==> config.mk <==
export PLATFORM = sky130hd
export DESIGN_NAME = crlmc_cell
export DESIGN_NICKNAME = d
export VERILOG_FILES = /design/src/rtl/core/crlmc_pkg.sv /design/src/rtl/core/crlmc_cell.sv
export SDC_FILE = /design/constraint.sdc
export NUM_CORES = 1
export LEC_CHECK = 0
export BUFFER_PORTS_ARGS = -buffer_cell sky130_fd_sc_hd__buf_2
export CORE_AREA = 2 2 404 406
export DETAILED_ROUTE_END_ITERATION = 10
export DIE_AREA = 0 0 406 408
export HOLD_SLACK_MARGIN = 0.1
export SLEW_MARGIN = 20
export SYNTH_ARGS = -nofsm -noshare
export SYNTH_HDL_FRONTEND = slang
export SYNTH_SLANG_ARGS = --single-unit
==> constraint.sdc <==
create_clock -name i_clk -period 6.4 [get_ports i_clk]
set_input_delay 0.64 -clock i_clk [delete_from_list [all_inputs] [get_ports i_clk]]
set_output_delay 0.64 -clock i_clk [all_outputs]
set_load 0.005 [all_outputs]
==> src/rtl/core/crlmc_pkg.sv <==
// ----------------------------------------------------------------------------
// crlmc_pkg
// shared constants, types and the half-round function of the chacha mask counter
// ----------------------------------------------------------------------------
package crlmc_pkg;

    localparam int unsigned COUNT_WIDTH_DEF = 40;
    localparam int unsigned OUT_COUNT_W     = 40;
    localparam int unsigned CFG_IDX_W       = 2;
    localparam int unsigned NUM_KEY_REGS    = 4;
    // half-round stages: 11 up to the end, input mask taken after stage 6
    localparam int unsigned NUM_STAGES      = 11;
    localparam int unsigned PIN_STAGE       = 6;

    localparam logic [31:0] C0 = 32'h61707865;
    localparam logic [31:0] C1 = 32'h3320646e;
    localparam logic [31:0] C2 = 32'h79622d32;
    localparam logic [31:0] C3 = 32'h6b206574;

    typedef logic [15:0][31:0] t_state;

    typedef struct packed {
        logic       restart;
        logic       pin;
        t_state     st;
    } t_cell_data;

    function automatic t_state half_step(input t_state s, input logic diag,
                                         input logic second);
        t_state r;
        int unsigned a, b, c, d;
        logic [31:0] x;
        r = s;
        for (int q = 0; q < 4; q++) begin
            a = q;
            b = diag ? 4 + ((q + 1) % 4) : 4 + q;
            c = diag ? 8 + ((q + 2) % 4) : 8 + q;
            d = diag ? 12 + ((q + 3) % 4) : 12 + q;
            r[a] = r[a] + r[b];
            x = r[d] ^ r[a];
            r[d] = second ? {x[23:0], x[31:24]} : {x[15:0], x[31:16]};
            r[c] = r[c] + r[d];
            x = r[b] ^ r[c];
            r[b] = second ? {x[24:0], x[31:25]} : {x[19:0], x[31:20]};
        end
        return r;
    endfunction

endpackage

==> src/rtl/core/crlmc_cell.sv <==
// ----------------------------------------------------------------------------
// crlmc_cell
// one half round of the chain, registered, with a hold on stall
// ----------------------------------------------------------------------------
module crlmc_cell #(
    parameter bit DIAG   = 1'b0,
    parameter bit SECOND = 1'b0,
    parameter bit TAKE_PIN = 1'b0
) (
    input  logic                  i_clk,
    input  logic                  i_rst_n,
    input  logic                  i_en,
    input  logic                  i_valid,
    input  crlmc_pkg::t_cell_data i_data,
    output logic                  o_valid,
    output crlmc_pkg::t_cell_data o_data
);
    import crlmc_pkg::*;

    t_cell_data r_data, n_data;
    logic       r_valid;

    always_comb begin
        n_data     = i_data;
        n_data.st  = half_step(i_data.st, DIAG, SECOND);
        if (TAKE_PIN) begin
            n_data.pin = n_data.st[3][0] ^ n_data.st[4][0];
        end
    end

    always_ff @(posedge i_clk) begin
        if (!i_rst_n) begin
            r_valid <= 1'b0;
        end else if (i_en) begin
            r_valid <= i_valid;
        end
        if (i_en) begin
            r_data <= n_data;
        end
    end

    assign o_valid = r_valid;
    assign o_data  = r_data;
endmodule

==> results of run 1 <==
## registers in the layout, summed over array words and instances (netlist names)
signal   count
o_data     514
o_valid      1
## final cells by class
class / instances / area [µm²] / share of cell area (%)
sequential: 515 / 15500 / 36.9
tap: 2175 / 2720 / 6.49
multi-input combinational: 1885 / 14700 / 35.0
clock buffer: 86 / 1890 / 4.52
inverter: 73 / 274 / 0.654
clock inverter: 38 / 410 / 0.979
antenna: 18 / 45.0 / 0.107
timing repair buffer: 1196 / 6450 / 15.4
## logic make-up after synthesis
group | count (synthesis) | share of synthesized area [%]
muxes | 1 | 0.0329
DFF | 515 | 50.7
adders and majority gates | 256 | 10.7
buffers and inverters | 96 | 1.19
AOI/OAI and AO/OA | 696 | 15.2
xor gates and xnor gates | 485 | 14.9
and+or+nand+nor | 447 | 7.21
## cell usage after synthesis, types with 6 or more instances
cell type    n
and3_1      19
a211oi_1    21
o21ai_0     95
and2_1       8
nor2b_1     27
fa_1         8
o21bai_1    33
xnor2_1    167
nand2_1    115
ha_1       248
edfxtp_1   514
a21o_1     121
o21a_1      41
or2_2        7
nand2b_1    17
o211ai_1    16
nor3_1      30
o31ai_1      6
inv_1       73
nor2_1     123
o21ai_1     21
xor2_1     295
a21boi_0     8
a21oi_1    218
nand3_1     37
a31oi_1     23
nand4_1     27
o31a_1      10
xnor3_1     16
clkbuf_1    22
## worst max-delay path by stage
| stage | startpoint | endpoint | slack, ns |
|---|---|---|---|
| 6_report | i_data[224] | o_data[235]$_DFFE_PP_ | 0.55 |
| 3_5_place_dp | i_data[224] | o_data[254]$_DFFE_PP_ | -0.24 |
| 5_1_grt | i_data[224] | o_data[254]$_DFFE_PP_ | 0.20 |
| 2_1_floorplan | i_data[64] | o_data[200]$_DFFE_PP_ | 1.32 |
| 4_1_cts | i_data[224] | o_data[235]$_DFFE_PP_ | 0.49 |
| 3_3_place_gp | i_data[224] | o_data[254]$_DFFE_PP_ | -0.26 |
## per-stage QoR
step	setup WS (ns)	power (mW)	instances	setup TNS, ns
3_3_place_gp	-0.264	12.0	5842	-0.741
6_report	0.554	16.0	5986	0
5_1_grt	0.196	16.8	5972	0
2_1_floorplan	1.32	8.53	2496	0
3_5_place_dp	-0.239	12.1	5842	-1.08
4_1_cts	0.492	16.2	5968	0
## per-layer routing
layer,share of wire (%),routed length [µm]
met4,2.7,4090
met1,40,62300
met2,48,73900
met5,0.27,414
met3,8.7,13400
## power by group
| group | internal [mW] | total, mW | switching (mW) |
|---|---|---|---|
| combinational | 2.63 | 6.55 | 3.91 |
| sequential | 5.14 | 5.45 | 0.312 |
| clock | 2.39 | 4.05 | 1.66 |
==> out/summary.txt, run 1 <==
Outcome -> finished clean
Clk buf depth -> 3
PostCTS Resize Cnt -> 0
Met3 usage -> 4.86%
# rows -> 148
Crit path max fanout -> 5
Vias in the first global route -> 25.8k
Die H -> 408 µm
Slew @ Worst Pin -> 1.00 ns
Cts hold-fix bufs -> 2
Final setup viols -> 0
Min-Delay Path Depth -> 2
Syn. warnings -> 0
WHS -> 0.210 ns
RSZ-0062 raised after global routing -> no
RR Endpoint -> o_valid$_SDFFE_PN0P_
Maximum vdd drop -> 0.000226 V
Antenna Nets Post-Route -> 0
Area growth syn-to-layout -> 37.6%
R2R Setup Slk -> 5.81 ns
I/O pin count -> 1033
First-pass GRT wire length -> 205 mm
Critical path type -> input port to flip-flop
CP Capture Type -> flip-flop
Total global-route track usage -> 17.9%
CP peak stage delay -> 0.44 ns
Clk sink count -> 515
CORE AREA -> 162000 µm²
Post-synthesis cell count -> 2496
GP Congestion -> 0.969
Kind of cell adding the most delay to the critical path -> compound AO/OA/AOI/OAI gates
CP cell instances -> buf_2 > ha_1 > inv_1 > fa_1 > nor2b_1 > o21a_1 > o21a_1 > o21a_1 > a21oi_2 > o21a_1 > o21ai_1 > xor2_1 > xor2_1 > ha_1 > o21ai_0 > a211oi_1 > a21oi_1 > buf_4 > and3b_1 > nor2_2 > o31ai_1 > a31oi_1 > xor2_1 > xor2_1
Skew-Pair Late Insertion Delay -> 0.66 ns
Slowest CP cell -> xor2_1
Final core utilization -> 25.9%
Pleak -> 18.3 nW
Initial core utilization -> 18.8%
Main synth FF type -> edfxtp_1
Die area -> 166000 µm²
H-tree depth -> 3
TritonCTS Buffers -> 69
Tcrit/Tclk final -> 91.3%
Chip width -> 406 µm
Worst-path clk slew -> 0.06 ns
Grt ovf -> 0
Clock Skew -> 0 ns
CP Buf/Inv Count -> 3
Initial antenna violation count -> 60
R2r startpoint -> o_valid$_SDFFE_PN0P_
Initial DRC Count -> 2371
Clk root buf -> clkbuf_16
Synth area leader -> edfxtp_1
Final hold violations -> 0
CP required -> 6.80 ns
I/O Buffers -> 1032
Nets@finish -> 4514
Vias/cell -> 4.39
Global route hottest layer -> met2
Max-cap violations -> 0
CP arrival -> 6.25 ns
# DRC -> 0
Fmax -> 171 MHz
Hold/Removal Path Class -> input port to flip-flop
Reg2reg path depth -> 2
DR WL/cell -> 25.7 µm
DRT Wirelength -> 154 mm
Via count -> 26.3k
GR Util met1 -> 22.1%
Critical path depth -> 24
Fin. max-slew vios -> 0
Post-synth EDFFs -> 514
Pre-Repair DR Iteration Count -> 5
FILL cells -> 17.2k
Sequential fraction of the synthesis area -> 50.7%
Largest net degree at the start of global routing -> 145
Ratio of cells with drive above 1 in the final layout -> 35.6%
Relative slew margins -> 32.8%
GRT met2 Usage -> 30.4%
Post-DP HPWL -> 133 mm
PD cells -> 383 nW/µm²
Commonest non-fill, non-tap cells in the layout -> buf_2, edfxtp_1, xor2_1
Area after DPL -> 39500 µm²
Synthesized area -> 30500 µm²
Commonest non-fill, non-tap cell in the layout -> buf_2
Number of distinct library cells after synthesis -> 91
Syn_nets -> 3270
Synthesis-stage register bit count -> 515
Final min period -> 5.85 ns
Syn Area/Cell -> 12.2 µm²
Post-CTS Setup Bufs -> 0
Post-synth ARST share -> 0%
Design area -> 41900 µm²
Top post-synthesis cells by area -> edfxtp_1, ha_1, xor2_1
Hold worst-path end -> o_valid$_SDFFE_PN0P_
HP Start -> i_rst_n
CP Launch Type -> input port
Post-synth top area share -> 50.7%
CTS tree -> yes
Power figures use the tool's default switching activity.
==> inputs of run 2 (changes only) <==
ABC_AREA = 1   (was unset)
CORE_AREA = 2 2 398 400   (was 2 2 404 406)
DIE_AREA = 0 0 400 402   (was 0 0 406 408)
PLACE_DENSITY = 0.39   (was unset)
==> run 2 against run 1 <==
Against the previous run: clock power about the same; cell count up 15%; critical endpoint is now o_data[158]$_DFFE_PP_; sequential share of layout area down 1.9 points; via count up 18%; fmax up 23%; register-to-register slack worse by 0.05 ns; die area down 2.9%; count of clock-buffer cells in the layout down 4; largest power group unchanged; core utilization up 2.2 points.
==> out/summary.txt, run 2 <==
Outcome -> finished clean
Main synth FF type -> edfxtp_1
Final setup viols -> 0
Syn_nets -> 4427
Syn Area/Cell -> 9.30 µm²
Post-synth top area share -> 45.4%
Vias/cell -> 4.49
Worst slack, placed -> 0.926 ns
Nets@finish -> 5535
# DRC -> 0
Max-cap violations -> 0
Clk sink count -> 515
Post-synthesis cell count -> 3653
Skew-Pair Late Insertion Delay -> 0.65 ns
Synth area leader -> edfxtp_1
I/O pin count -> 1033
RR Endpoint -> o_valid$_SDFFE_PN0P_
Multiplexer share of the synthesized area -> 0%
GRT met2 Usage -> 33.1%
R2R Setup Slk -> 5.76 ns
CP required -> 6.79 ns
Synthesis-stage register bit count -> 515
Slack of the critical path -> 1.66 ns
TritonCTS Buffers -> 69
GR Util met1 -> 25.2%
R2r startpoint -> o_valid$_SDFFE_PN0P_
Synthesized area -> 34000 µm²
Slew @ Worst Pin -> 1.10 ns
Tcrit/Tclk final -> 74.1%
Sequential fraction of the synthesis area -> 45.5%
Post-synthesis xor/xnor area fraction -> 12.1%
Simple-Gate Fraction of Synth Area -> 18.6%
Clk root buf -> clkbuf_16
Relative slew margins -> 26.3%
Synth Area in Compound Gates -> 9.78%
Area after DPL -> 41800 µm²
Ratio of cells with drive above 1 in the final layout -> 25.9%
Syn. warnings -> 0
DR WL/cell -> 24.4 µm
Post-DP HPWL -> 146 mm
Chip width -> 400 µm
Area growth syn-to-layout -> 30.0%
Commonest non-fill, non-tap cell in the layout -> buf_2
PD cells -> 358 nW/µm²
Grt ovf -> 0
Final hold violations -> 0
Commonest non-fill, non-tap cells in the layout -> buf_2, nand2_1, edfxtp_1
Final min period -> 4.74 ns
Fin. max-slew vios -> 0
Clock Skew -> 0 ns
Dominant cell by count in the synthesized netlist -> nand2_1
Max reg flops -> 514
Pleak -> 20.3 nW
# rows -> 146
Die H -> 402 µm
I/O Buffers -> 1032
Worst Setup SP -> i_data[128]
Setup TNS -> 0 ns
Reg2reg path depth -> 2
Crit path max fanout -> 4
Post-synth EDFFs -> 514
Vias in the first global route -> 30.8k
CP Capture Type -> flip-flop
CP arrival -> 5.13 ns
CTS tree -> yes
PostCTS Resize Cnt -> 0
Hold/Removal Path Class -> input port to flip-flop
Initial DRC Count -> 2235
Critical path type -> input port to flip-flop
Design area -> 44200 µm²
First-pass GRT wire length -> 229 mm
Pre-Repair DR Iteration Count -> 5
Clk buf depth -> 3
H-tree depth -> 3
Worst-path clk slew -> 0.05 ns
DRT Wirelength -> 169 mm
Initial antenna violation count -> 66
GP Congestion -> 0.957
Die area -> 161000 µm²
Critical path endpoint -> o_data[158]$_DFFE_PP_
Synth Area in Adders -> 9.61%
Global route hottest layer -> met2
RSZ-0062 raised after global routing -> no
Fmax -> 211 MHz
Top cells by count, synth -> nand2_1, edfxtp_1, inv_1
Via count -> 31.0k
Largest net degree at the start of global routing -> 136
Initial core utilization -> 21.6%
Antenna Nets Post-Route -> 0
Total global-route track usage -> 20.2%
Met3 usage -> 6.41%
Total power -> 15.8 mW
Top post-synthesis cells by area -> edfxtp_1, nand2_1, ha_1
Maximum vdd drop -> 0.000174 V
CORE AREA -> 157000 µm²
Largest family of logic cells by synthesized area -> simple AND/OR/NAND/NOR gates
CP Launch Type -> input port
Number of distinct library cells after synthesis -> 51
Post-synth ARST share -> 0%
-- run 2: layout make-up --
| type | instances | area (µm²) |
|---|---|---|
| repair buffers | 1039 | 5270 |
| multi-input cells | 2746 | 17000 |
| inverters | 390 | 1460 |
| clock buffers | 82 | 1830 |
| diodes | 19 | 47.5 |
| well taps | 2072 | 2590 |
| clock inverters | 44 | 478 |
| fillers | 17100 | 113000 |
| flip-flops and latches | 515 | 15500 |
-- run 2: power by group --
group	internal [mW]	total, mW	switching [mW]
Combinational	2.23	6.43	4.19
Sequential	5.04	5.33	0.291
Clock	2.35	4.06	1.71
-- run 2: how the worst min path moves through the flow --
stage	start	cells past startpoint	end	slack, ns
after floorplan	o_valid$_SDFFE_PN0P_	2	o_valid$_SDFFE_PN0P_	0.52
after global placement	o_valid$_SDFFE_PN0P_	2	o_valid$_SDFFE_PN0P_	0.52
after detailed placement	o_valid$_SDFFE_PN0P_	2	o_valid$_SDFFE_PN0P_	0.53
after CTS	i_data[512]	1	o_data[512]$_DFFE_PP_	0.10
after global routing	i_data[512]	1	o_data[512]$_DFFE_PP_	0.14
final	i_data[512]	1	o_data[512]$_DFFE_PP_	0.17
-- run 2: metal layers --
layer / part of all wire [%] / routed length (µm) / up-vias
met3: 8.9 / 15100 / 250
met2: 46 / 77900 / 1258
met1: 42 / 70800 / 14700
met5: 0.14 / 232 / -
met4: 2.8 / 4810 / 36
li1: - / - / 14700
-- run 2: logic make-up after synthesis --
logic type / Yosys count
compound gates: 572
xor+xnor: 404
fa+ha+maj: 256
buf+inv: 392
flops: 515
simple gates: 1514
-- run 2: worst max-delay path, cell delays in order --
cell      delay [ns]
buf_2           0.09
ha_1            0.32
inv_1           0.10
fa_1            0.41
inv_1           0.07
nand3_1         0.06
nand2_1         0.12
a21oi_2         0.11
o21ai_2         0.19
nand2_1         0.15
nand2_1         0.11
xor2_1          0.30
xor2_1          0.23
ha_1            0.20
inv_1           0.06
fa_1            0.44
inv_1           0.08
nand3_1         0.07
nand2_2         0.20
a21boi_2        0.14
o21bai_1        0.35
a21oi_1         0.18
xnor2_1         0.37
xor2_1          0.11
-- run 2: what timing repair did --
| item | 4_1_cts | 5_1_grt |
|---|---|---|
| hold buffers | 1 | 0 |
| endpoints found under the hold margin | 1 | 0 |
| buffers inserted | 0 | 0 |
-- run 2: stage by stage --
stage,utilization (%),cells,hold slack (ns)
final,28.1,6907,0.170
after global routing,28.1,6900,0.139
after CTS,28.1,6888,0.101
after detailed placement,26.6,6761,0.530
after global placement,26.6,6761,0.521
after floorplan,-,3653,0.525
